## src/dzhp_pkg.sv

```systemverilog
// dzhp_pkg: beat types, result kinds, error codes and gzip header constants
// for the dictzip header parser. No dependencies.
`timescale 1ns / 1ps

package dzhp_pkg;

  typedef struct packed {
    logic [7:0] file_byte;
    logic       start_req;
  } in_beat_t;

  typedef struct packed {
    logic [1:0]  kind;
    logic [15:0] chunk_index;
    logic [31:0] chunk_offset;
    logic [15:0] chunk_size;
    logic [15:0] uncompressed_chunk_length;
    logic [15:0] chunk_total;
    logic [31:0] data_offset;
    logic [2:0]  error_code;
  } out_beat_t;

  // result kinds
  localparam logic [1:0] KIND_CHUNK = 2'd0;
  localparam logic [1:0] KIND_DONE  = 2'd1;
  localparam logic [1:0] KIND_ERROR = 2'd2;

  // error codes
  localparam logic [2:0] ERR_NONE        = 3'd0;
  localparam logic [2:0] ERR_BAD_MAGIC   = 3'd1;
  localparam logic [2:0] ERR_BAD_METHOD  = 3'd2;
  localparam logic [2:0] ERR_NO_EXTRA    = 3'd3;
  localparam logic [2:0] ERR_BAD_VERSION = 3'd4;

  // gzip / dictzip constants
  localparam logic [7:0]  GZ_ID1     = 8'h1f;
  localparam logic [7:0]  GZ_ID2     = 8'h8b;
  localparam logic [7:0]  GZ_DEFLATE = 8'd8;
  localparam logic [15:0] RA_ID      = 16'h5241;  // 'R' 'A'
  localparam logic [15:0] RA_VERSION = 16'd1;
  localparam logic [15:0] HCRC_BYTES = 16'd2;

endpackage

```

## src/dictzip_header_parser.sv

```systemverilog
// dictzip_header_parser: top level with input register, parser core and
// result register. Depends on dzhp_pkg and dzhp_core.
// Path: input register, then the parser core, then the result register that drives result_valid.
// Throughput: one byte beat per cycle, sustained; the only stall is a full
// result register that the consumer is not taking.
// Reset (rst, synchronous): empties both registers and returns the parser to idle.
`timescale 1ns / 1ps

module dictzip_header_parser (
  input  logic                clk,
  input  logic                rst,
  input  logic                byte_valid,
  output logic                byte_ready,
  input  dzhp_pkg::in_beat_t  byte_data,
  output logic                result_valid,
  input  logic                result_ready,
  output dzhp_pkg::out_beat_t result_data
);

  // input register
  logic               in_full;
  dzhp_pkg::in_beat_t in_beat;

  // core handshake
  logic                advance;
  logic                core_emit;
  dzhp_pkg::out_beat_t core_res;

  // Advance the held beat into the parser whenever the result register is
  // empty or being drained this cycle; every beat may produce one result.
  assign advance    = in_full && (!result_valid || result_ready);
  assign byte_ready = !in_full || advance;

  always_ff @(posedge clk) begin
    if (rst) begin
      in_full <= 1'b0;
    end else if (byte_ready) begin
      in_full <= byte_valid;
    end
  end

  // hold the payload until it advances
  always_ff @(posedge clk) begin
    if (byte_ready && byte_valid) begin
      in_beat <= byte_data;
    end
  end

  dzhp_core u_core (
    .clk  (clk),
    .rst  (rst),
    .en   (advance),
    .beat (in_beat),
    .emit (core_emit),
    .res  (core_res)
  );

  // result register: load a fresh result, otherwise drop the valid once taken
  always_ff @(posedge clk) begin
    if (rst) begin
      result_valid <= 1'b0;
    end else if (advance && core_emit) begin
      result_valid <= 1'b1;
    end else if (result_ready) begin
      result_valid <= 1'b0;
    end
  end

  always_ff @(posedge clk) begin
    if (advance && core_emit) begin
      result_data <= core_res;
    end
  end

endmodule

```

## src/dzhp_core.sv

```systemverilog
// dzhp_core: parser state registers and the per-byte next-state and result
// logic. Depends on dzhp_pkg.
`timescale 1ns / 1ps

module dzhp_core (
  input  logic                clk,
  input  logic                rst,
  input  logic                en,
  input  dzhp_pkg::in_beat_t  beat,
  output logic                emit,
  output dzhp_pkg::out_beat_t res
);

  localparam logic [3:0] P_IDLE     = 4'd0;
  localparam logic [3:0] P_HDR      = 4'd1;
  localparam logic [3:0] P_XLEN     = 4'd2;
  localparam logic [3:0] P_SUBHDR   = 4'd3;
  localparam logic [3:0] P_SKIP     = 4'd4;
  localparam logic [3:0] P_RA_VER   = 4'd5;
  localparam logic [3:0] P_RA_LEN   = 4'd6;
  localparam logic [3:0] P_RA_CNT   = 4'd7;
  localparam logic [3:0] P_RA_SIZES = 4'd8;
  localparam logic [3:0] P_NAME     = 4'd9;
  localparam logic [3:0] P_COMMENT  = 4'd10;
  localparam logic [3:0] P_HCRC     = 4'd11;
  localparam logic [3:0] P_FINISH   = 4'd12;
  localparam logic [3:0] P_PEND     = 4'd13;

  // optional-part stages
  localparam logic [1:0] OPT_NAME    = 2'd0;
  localparam logic [1:0] OPT_COMMENT = 2'd1;
  localparam logic [1:0] OPT_HCRC    = 2'd2;

  // flags: [2] FCOMMENT, [1] FNAME, [0] FHCRC
  function automatic logic [3:0] goto_opt(input logic [1:0] from,
                                          input logic [2:0] flags);
    logic [3:0] p;
    p = P_FINISH;
    if (from <= OPT_HCRC && flags[0]) p = P_HCRC;
    if (from <= OPT_COMMENT && flags[2]) p = P_COMMENT;
    if (from == OPT_NAME && flags[1]) p = P_NAME;
    return p;
  endfunction

  function automatic logic [31:0] sat_add(input logic [31:0] a, input logic [15:0] b);
    logic [32:0] s;
    s = {1'b0, a} + {17'd0, b};
    return s[32] ? '1 : s[31:0];
  endfunction

  logic [3:0]  phase, phase_next;
  logic [31:0] byte_position, byte_position_next;
  logic [2:0]  header_flags, header_flags_next;
  logic [31:0] extra_end, extra_end_next;
  logic [15:0] subfield_id, subfield_id_next;
  logic [7:0]  field_accumulator, field_accumulator_next;
  logic [15:0] bytes_to_skip, bytes_to_skip_next;
  logic [15:0] chunks_remaining, chunks_remaining_next;
  logic [15:0] chunk_counter, chunk_counter_next;
  logic [31:0] running_offset, running_offset_next;
  logic [15:0] chunk_length_reg, chunk_length_reg_next;
  logic [15:0] total_chunks, total_chunks_next;
  logic [1:0]  sub_count, sub_count_next;

  // state as seen by this byte (start_req restarts from a clean header)
  logic [3:0]  c_phase;
  logic [31:0] c_pos, c_extra_end, c_running_offset;
  logic [2:0]  c_flags;
  logic [15:0] c_id, c_bts, c_cr, c_counter, c_clen, c_total;
  logic [7:0]  c_acc;
  logic [1:0]  c_sc;

  logic [7:0]  b;
  logic [31:0] bp_inc;
  logic [15:0] v;
  logic [3:0]  es_phase;
  logic [2:0]  err;
  logic        chunk;

  always_comb begin
    b = beat.file_byte;
    if (beat.start_req) begin
      c_phase = P_HDR;
      c_pos = '0; c_extra_end = '0; c_running_offset = '0; c_flags = '0;
      c_id = '0; c_bts = '0; c_cr = '0; c_counter = '0; c_clen = '0;
      c_total = '0; c_acc = '0; c_sc = '0;
    end else begin
      c_phase = phase;
      c_pos = byte_position; c_extra_end = extra_end;
      c_running_offset = running_offset; c_flags = header_flags;
      c_id = subfield_id; c_bts = bytes_to_skip; c_cr = chunks_remaining;
      c_counter = chunk_counter; c_clen = chunk_length_reg;
      c_total = total_chunks; c_acc = field_accumulator; c_sc = sub_count;
    end

    bp_inc   = (&c_pos) ? c_pos : c_pos + 32'd1;
    v        = {b, c_acc};
    es_phase = (bp_inc < c_extra_end) ? P_SUBHDR : goto_opt(OPT_NAME, c_flags);

    phase_next             = c_phase;
    byte_position_next     = (c_phase == P_IDLE) ? c_pos : bp_inc;
    header_flags_next      = c_flags;
    extra_end_next         = c_extra_end;
    subfield_id_next       = c_id;
    field_accumulator_next = c_acc;
    bytes_to_skip_next     = c_bts;
    chunks_remaining_next  = c_cr;
    chunk_counter_next     = c_counter;
    running_offset_next    = c_running_offset;
    chunk_length_reg_next  = c_clen;
    total_chunks_next      = c_total;
    sub_count_next         = c_sc;
    err   = dzhp_pkg::ERR_NONE;
    chunk = 1'b0;
    emit  = 1'b0;
    res   = '0;

    unique case (c_phase)
      P_IDLE: begin
      end
      P_HDR: begin
        if ((c_pos == 32'd0 && b != dzhp_pkg::GZ_ID1) ||
            (c_pos == 32'd1 && b != dzhp_pkg::GZ_ID2)) begin
          err = dzhp_pkg::ERR_BAD_MAGIC;
        end else if (c_pos == 32'd2 && b != dzhp_pkg::GZ_DEFLATE) begin
          err = dzhp_pkg::ERR_BAD_METHOD;
        end else if (c_pos == 32'd3) begin
          header_flags_next = {b[4], b[3], b[1]};
          if (!b[2]) err = dzhp_pkg::ERR_NO_EXTRA;
        end
        if (err == dzhp_pkg::ERR_NONE && c_pos >= 32'd9) begin
          phase_next     = P_XLEN;
          sub_count_next = 2'd0;
        end
      end
      P_XLEN: begin
        if (c_sc == 2'd0) begin
          field_accumulator_next = b;
          sub_count_next         = 2'd1;
        end else begin
          extra_end_next = sat_add(bp_inc, v);
          sub_count_next = 2'd0;
          // new end lies past bp_inc exactly when xlen is nonzero and bp_inc is not already saturated
          phase_next = (v != 16'd0 && !(&bp_inc)) ? P_SUBHDR
                                                   : goto_opt(OPT_NAME, c_flags);
        end
      end
      P_SUBHDR: begin
        case (c_sc)
          2'd0: begin
            subfield_id_next = {b, 8'd0};
            sub_count_next   = 2'd1;
          end
          2'd1: begin
            subfield_id_next = {c_id[15:8], b};
            sub_count_next   = 2'd2;
          end
          2'd2: begin
            field_accumulator_next = b;
            sub_count_next         = 2'd3;
          end
          default: begin
            sub_count_next = 2'd0;
            if (c_id == dzhp_pkg::RA_ID) begin
              phase_next = P_RA_VER;
            end else if (v == 16'd0) begin
              phase_next = es_phase;
            end else begin
              bytes_to_skip_next = v;
              phase_next         = P_SKIP;
            end
          end
        endcase
      end
      P_SKIP: begin
        bytes_to_skip_next = c_bts - 16'd1;
        if (c_bts == 16'd1) begin
          sub_count_next = 2'd0;
          phase_next     = es_phase;
        end
      end
      P_RA_VER, P_RA_LEN, P_RA_CNT, P_RA_SIZES: begin
        if (c_sc == 2'd0) begin
          field_accumulator_next = b;
          sub_count_next         = 2'd1;
        end else begin
          sub_count_next = 2'd0;
          if (c_phase == P_RA_VER) begin
            if (v != dzhp_pkg::RA_VERSION) err = dzhp_pkg::ERR_BAD_VERSION;
            else phase_next = P_RA_LEN;
          end else if (c_phase == P_RA_LEN) begin
            chunk_length_reg_next = v;
            phase_next            = P_RA_CNT;
          end else if (c_phase == P_RA_CNT) begin
            total_chunks_next     = v;
            chunks_remaining_next = v;
            running_offset_next   = '0;
            phase_next            = (v == 16'd0) ? es_phase : P_RA_SIZES;
          end else begin
            chunk                         = 1'b1;
            emit                          = 1'b1;
            res.kind                      = dzhp_pkg::KIND_CHUNK;
            res.chunk_index               = c_counter;
            res.chunk_offset              = c_running_offset;
            res.chunk_size                = v;
            res.uncompressed_chunk_length = c_clen;
            res.chunk_total               = c_total;
            chunk_counter_next    = c_counter + 16'd1;
            running_offset_next   = sat_add(c_running_offset, v);
            chunks_remaining_next = c_cr - 16'd1;
            if (c_cr == 16'd1) phase_next = es_phase;
          end
        end
      end
      P_NAME: begin
        if (b == 8'd0) phase_next = goto_opt(OPT_COMMENT, c_flags);
      end
      P_COMMENT: begin
        if (b == 8'd0) phase_next = goto_opt(OPT_HCRC, c_flags);
      end
      P_HCRC: begin
        bytes_to_skip_next = c_bts - 16'd1;
        if (c_bts == 16'd1) phase_next = P_FINISH;
      end
      P_PEND: begin
        emit                          = 1'b1;
        res.kind                      = dzhp_pkg::KIND_DONE;
        res.uncompressed_chunk_length = c_clen;
        res.chunk_total               = c_total;
        res.data_offset               = c_pos;
        phase_next                    = P_IDLE;
      end
      default: begin
        phase_next = P_IDLE;
      end
    endcase

    // entering the header CRC always skips two bytes
    if (phase_next == P_HCRC && c_phase != P_HCRC) bytes_to_skip_next = dzhp_pkg::HCRC_BYTES;

    if (err != dzhp_pkg::ERR_NONE) begin
      emit           = 1'b1;
      res            = '0;
      res.kind       = dzhp_pkg::KIND_ERROR;
      res.error_code = err;
      phase_next     = P_IDLE;
    end else if (phase_next == P_FINISH) begin
      if (chunk) begin
        phase_next = P_PEND;
      end else begin
        // report the table as it stands after this byte (an empty RA count clears it)
        emit                          = 1'b1;
        res.kind                      = dzhp_pkg::KIND_DONE;
        res.uncompressed_chunk_length = chunk_length_reg_next;
        res.chunk_total               = total_chunks_next;
        res.data_offset               = bp_inc;
        phase_next                    = P_IDLE;
      end
    end
  end

  always_ff @(posedge clk) begin
    if (rst) begin
      phase             <= P_IDLE;
      byte_position     <= '0;
      header_flags      <= '0;
      extra_end         <= '0;
      subfield_id       <= '0;
      field_accumulator <= '0;
      bytes_to_skip     <= '0;
      chunks_remaining  <= '0;
      chunk_counter     <= '0;
      running_offset    <= '0;
      chunk_length_reg  <= '0;
      total_chunks      <= '0;
      sub_count         <= '0;
    end else if (en) begin
      phase             <= phase_next;
      byte_position     <= byte_position_next;
      header_flags      <= header_flags_next;
      extra_end         <= extra_end_next;
      subfield_id       <= subfield_id_next;
      field_accumulator <= field_accumulator_next;
      bytes_to_skip     <= bytes_to_skip_next;
      chunks_remaining  <= chunks_remaining_next;
      chunk_counter     <= chunk_counter_next;
      running_offset    <= running_offset_next;
      chunk_length_reg  <= chunk_length_reg_next;
      total_chunks      <= total_chunks_next;
      sub_count         <= sub_count_next;
    end
  end

endmodule

```

## config.mk

```make
export PLATFORM = sky130hd
export DESIGN_NAME = dictzip_header_parser
export DESIGN_NICKNAME = d
export VERILOG_FILES = /design/src/dzhp_pkg.sv /design/src/dictzip_header_parser.sv /design/src/dzhp_core.sv
export SDC_FILE = /design/constraint.sdc
export NUM_CORES = 1
export LEC_CHECK = 0
export BUFFER_PORTS_ARGS = -buffer_cell sky130_fd_sc_hd__buf_2
export CAP_MARGIN = 20
export CORE_UTILIZATION = 50
export DETAILED_ROUTE_END_ITERATION = 8
export PLACE_DENSITY = 0.68
export SYNTH_ARGS = -nofsm -noshare
export SYNTH_HDL_FRONTEND = slang
export SYNTH_SLANG_ARGS = --single-unit
```

## constraint.sdc

```tcl
create_clock -name clk -period 15.6 [get_ports clk]
set_input_delay 3.9 -clock clk [delete_from_list [all_inputs] [get_ports clk]]
set_output_delay 3.9 -clock clk [all_outputs]
set_load 0.005 [all_outputs]
```

After elaboration in Yosys (flattened, before gate mapping). Cells that the tools add are included. Widths: inputs -> output; s select.

Register bits: 353. Input port bits: 13. Output and inout port bits: 135. Logic and storage cells: 210.

Add/sub/neg operators: 6. Order comparisons: 2. Equality and inequality tests: 27. Multiplexer cells: 118. Bitwise operators: 1. Reduce and logical (&&, ||, !) cells: 31.

Operators with widths (number): $mux 16 (30); $mux 32 (15); $mux 98 (3); $mux 64 (2); $mux 96 (1); $mux 4 (22); $add 32x16->33 (2); $eq 32x2->1 const B (2); $pmux 16 s2 (2); $pmux 32 s2 (1); $reduce_and 32->1 (2); $mux 3 (15); $pmux 4 s9 (1); $add 32x1->32 const B (1); $eq 16x1->1 const B (2); $eq 32x1->1 const B (1); $ge 32x4->1 const B (1); $logic_not 32->1 (1); $lt 32x32->1 (1); $sub 16x1->16 const B (2); $eq 4x4->1 const B (7); $mux 8 (3); $add 16x1->16 const B (1); $eq 16x15->1 const B (1); other kinds (35) (66).

Depth between registers and ports, before layout.
Word-level depth: 16. Mapped depth: 29.

By module. From an unflattened synthesis, not the netlist that was laid out.

Cell total of the unflattened synthesis: 2441. Area, all modules: 20601.0 µm².

By module, submodules not included: dzhp_core (times used 1, cells each 2288, area each 16234.3 µm², seq. area each 4184.0 µm²); dictzip_header_parser (times used 1, cells each 153, area each 4366.7 µm², seq. area each 4304.1 µm²).

Least setup slack after synthesis. No wires, ideal clock.

Path type: flip-flop to flip-flop. From: register in_beat[0] (netlist bit). To: register result_data[0] (netlist bit), enable pin. Setup time: 0.627 ns. Arrival time: 11.001 ns. Slack: 3.972 ns. Stages on the path, launching flop included: 27. Clock period less this slack: 11.628 ns. Path through: edfxtp_1 -> clkbuf_1 -> buf_2 -> buf_2 -> buf_2 -> clkbuf_1 -> buf_1 -> clkbuf_1 -> clkbuf_1 -> clkbuf_1 -> buf_2 -> buf_1 -> nor2_1 -> ha_1 -> nand3_1 -> o221ai_1 -> a21o_1 -> or2_2 -> o2111ai_1 -> nor3_1 -> a221oi_1 -> o31a_1 -> o21a_2 -> o21ai_2 -> clkbuf_1 -> nor2_1 -> nor2_1.

Longest elaborated chain between the ends: 15. Elaborated cells between the ends (all ways): 93. Those cells by class: 1 x add/sub; 2 x order compare; 22 x eq/ne; 49 x mux; 19 x reduce/logical.

RTL lines: start, declared (line dictzip_header_parser.sv:22) `dzhp_pkg::in_beat_t in_beat;`; start signal, assigned (line dictzip_header_parser.sv:45) `in_beat <= byte_data;`; $mux 32 or $mux 3 (tied branches) (line dzhp_core.sv:82) `if (beat.start_req) begin`; $add 32x1->32 (tied with other cells) (line dzhp_core.sv:96) `bp_inc = (&c_pos) ? c_pos : c_pos + 32'd1;`; $mux 32 or $mux 3 (tied branches) (line dzhp_core.sv:96, dzhp_core.sv:40); $lt 32x32->1 or $mux 3 (tied branches) (line dzhp_core.sv:98, dzhp_core.sv:41); $mux 4 (line dzhp_core.sv:98) `es_phase = (bp_inc < c_extra_end) ? P_SUBHDR : goto_opt(OPT_NAME, c_flags);`; $mux 4 (on tied branches) (line dzhp_core.sv:211, dzhp_core.sv:198); $mux 4 (line dzhp_core.sv:194) `end else if (c_phase == P_RA_CNT) begin`; $mux 4 (line dzhp_core.sv:191) `end else if (c_phase == P_RA_LEN) begin`; $mux 4 (line dzhp_core.sv:188) `if (c_phase == P_RA_VER) begin`; $mux 4 (line dzhp_core.sv:183) `if (c_sc == 2'd0) begin`; $pmux 4 s9 (line dzhp_core.sv:118) `unique case (c_phase)`; $eq 4x4->1 (line dzhp_core.sv:247) `end else if (phase_next == P_FINISH) begin`; $mux 1 (line dzhp_core.sv:247); $mux 1 (*) (line dzhp_core.sv:241) `if (err != dzhp_pkg::ERR_NONE) begin`; $logic_and 1x1->1 (*) (line dictzip_header_parser.sv:70) `if (advance && core_emit) begin`; end signal, assigned (line dictzip_header_parser.sv:71) `result_data <= core_res;`; end, declared (line dictzip_header_parser.sv:17) `output dzhp_pkg::out_beat_t result_data`.

Every way passes the cells marked *; elsewhere a longest branch is shown, timed or not. The select of a mux whose other input is x is not followed. A chain may end at the register's enable or synchronous reset.

Final worst setup path.
From: register in_beat[0] (netlist bit). To: register result_data[49] (netlist bit), enable pin.

Same word-level chain as after synthesis.

==> run_results.csv <==
group,metric,value,unit
grt,gr-usage-all-layers,31.4,%
cells_and_area,regArea,0.00849,sq mm
floorplanning,initial_core_util,50.9,%
synth,synth_nets,2475,
synth,synthTopCellsByArea,"edfxtp_1 (21%), dfxtp_1 (21%), nand2_1 (5.2%), nor2_1 (5.1%), ha_1 (4.6%)",
power_and_ir_drop,ir_drop,76.6,uV
critical_path,cp.arrival,9.83,ns
placement,placed_cells,2943,
detailed_routing,drc,0,
critical_path,critPathRequiredTime,15.81,ns
floorplanning,ios,148,
cts,clockBufferDepth,3,
detailed_routing,postRouteAntennaNets,0,
power_and_ir_drop,p_per_area,92.7,mW/mm^2
cts,cts_resized,0,
timing,worstMarginPinSlew,1.22,ns
timing,setup-tns-final,0,ns
critical_path,crit_path_start_kind,"register",
floorplanning,dieWidth,203,um
grt,grt_pass1_vias,17900,
timing,skew,0.0219,ns
cells_and_area,stdcell_count,3018,
job,maxCapViolCount,0,
synth,asyncSetResetFlopFracSynth,0,%
timing,relSlewSlack,18.2,%
grt,grt_pass1_wl,102000,um
cts,clkTransAtPathRegs,0.06,ns
cells_and_area,largest_reg_flops,133,
grt,antenna_found_initial,3,
critical_path,slowest_delay,0.83,ns
synth,synth-edff-count,142,
synth,yosysSeqAreaShare,41.9,%
floorplanning,dieArea,0.0414,sq mm
placement,io_buffer_count,147,
cts,post-cts-setup-buffers,0,
critical_path,path_class,"register to register",
placement,gp_congestion,0.951,
cts,clkSinkCount,353,
cts,cts_hold_buffers,0,
cells_and_area,n_fill_cell,3615,
cells_and_area,nNetsFinal,2550,
cells_and_area,top_register,"result_data",
detailed_routing,vias,18900,
cts,cts-root-buf,"clkbuf_16",
placement,placed_cell_area,0.0214,sq mm
detailed_routing,totalWireLength,64900,um
critical_path,crit_fanout,78,
floorplanning,die-height,203,um
synth,yosys.area.top_type,"edfxtp_1",
timing,slew_violations,0,
cts,cts_tree,"built",
synth,synth-seq-cells,353,
grt,grt_overflow_total,0,
critical_path,critical_path.slowest_cell,"buf_4",
critical_path,critPathCaptureType,"register",
placement,dp_hpwl,43500,um
cells_and_area,area.growth.synth_to_final,12.4,%
timing,hold_viol_final,0,
synth,synth_cells,2386,
floorplanning,core_area,0.0398,sq mm
timing,fin_crit_sh,61.7,%
synth,synthFlopType,"dfxtp_1",
cells_and_area,antenna_cells,0,
cells_and_area,drive_gt1_share,12.1,%
synth,synth_top_area_share,21.0,%
timing,min_period,9.62,ns
floorplanning,row_count,73,
timing,rsz0062_at_grt,"false",
detailed_routing,dr.pass1.iters,6,
cts,cts_max_level,2,
timing,clock.fmax,0.104,GHz
grt,grt_max_degree,127,
cells_and_area,multi_input_area,0.0110,sq mm
cells_and_area,utilization,57.2,%
critical_path,crit_chain,"buf_4 -> nor2b_1 -> ha_1 -> nand4_1 -> nor4_1 -> nand4_1 -> and2_1 -> nand2_1 -> nor2_1 -> xnor2_1 -> nor2_1 -> ha_1 -> nand2_1 -> o41ai_1 -> o2111ai_1 -> nor3_1 -> a221oi_1 -> o31a_1 -> o21a_2 -> o21ai_2 -> nor2_1 -> nor2_4 -> buf_4 -> buf_4",
cells_and_area,fin_area,0.0228,sq mm
detailed_routing,viasPerCell,6.26,
cts,numCtsBuffers,40,
synth,synth_area,0.0203,sq mm
power_and_ir_drop,leakagePower,8.36,nW
cts,worstSkewPairLatency,0.59,ns
timing,setup_violations,0,
min_path,hold_path.class,"register to register",
run_status,outcome,"finished, final reports clean",
synth,ys_types,94,
detailed_routing,drt_iter0_drc,2001,
detailed_routing,avgRoutedWirePerCell,21.5,um
synth,yosys_warnings,0,
synth,avgSynthCellArea,8.50,sq um
where the power goes:
group	switching [mW]	leakage (nW)	internal [mW]
Combinational	0.106	4.76	0.0432
Clock	0.408	0.649	0.562
Sequential	0.0122	2.95	0.978
worst max-delay path, delay by kind of cell (launching register included):
family / cells / cell delay [ns]
AOI/OAI and AO/OA: 6 / 2.47
buffers and inverters: 3 / 1.72
DFF: 1 / 0.44
adders and majority gates: 2 / 0.83
xor gates and xnor gates: 1 / 0.13
and+or+nand+nor: 12 / 3.52
Yosys cell counts, drive strengths merged (11+ instances only):
cell	count
o211ai	15
nor3	65
o22ai	16
a31oi	19
o21a	18
nor2	275
a22oi	73
nand3	55
dfxtp	211
xnor2	46
a22o	33
and2	50
or3	13
clkbuf	131
a21oi	182
ha	74
nor2b	57
inv	49
edfxtp	142
xor2	29
and3	74
nand2b	12
or4	11
nand2	279
nor4	33
buf	27
a21o	23
nand4	33
a211oi	33
o21ai	160
cell families (layout without fill, tap and decap cells):
logic type | Yosys count | in the layout | synth area share [%]
xor gates and xnor gates | 75 | 75 | 3.28
muxes | 8 | 8 | 0.407
AOI/OAI and AO/OA | 664 | 664 | 21.2
and+or+nand+nor | 1002 | 1002 | 24.4
adders and majority gates | 76 | 76 | 4.76
buffers and inverters | 208 | 315 | 4.02
DFF | 353 | 353 | 41.9
worst paths after layout:
path                                                         from                                 to  slack (ns)  depth (start not counted)
worst max-delay path                         in_beat[0]$_DFFE_PP_      result_data[49]$_SDFFCE_PN0P_        5.98                         24
worst min-delay path            u_core.extra_end[21]$_SDFFE_PP0P_  u_core.extra_end[21]$_SDFFE_PP0P_        0.45                          2
worst max register to register               in_beat[0]$_DFFE_PP_      result_data[49]$_SDFFCE_PN0P_        5.98                         24
worst min register to register  u_core.extra_end[21]$_SDFFE_PP0P_  u_core.extra_end[21]$_SDFFE_PP0P_        0.45                          2
metal layers:
layer,part of all wire (%),track usage (%)
met5,0,0
met4,3.2,11.2
met3,8.4,5.31
met2,46,50.2
met1,42,42.6
placed cells by master (no fill, tap or decap), drive strengths merged, types with 73 or more instances in the layout:
cell type and instances:
o21ai 160, ha 74, buf 191, nor2 275, a22oi 73, edfxtp 142, dfxtp 211, nand2 279
and3 74, a21oi 182
layout make-up:
class | count | share of cell area, %
multi-input combinational | 1825 | 48.4
tap | 525 | 2.88
timing repair buffer | 191 | 4.78
clock buffer | 54 | 4.76
sequential | 353 | 37.3
clock inverter | 20 | 1.14
inverter | 50 | 0.824
stage by stage:
step	setup slack [ns]	hold slack (ns)	total power, mW
after floorplan	3.97	0.422	1.10
after global placement	6.47	0.437	1.15
after detailed placement	6.19	0.444	1.16
after CTS	6.15	0.452	2.12
after global routing	5.35	0.469	2.17
final	5.98	0.450	2.11
(Power assumes the default switching activity.)
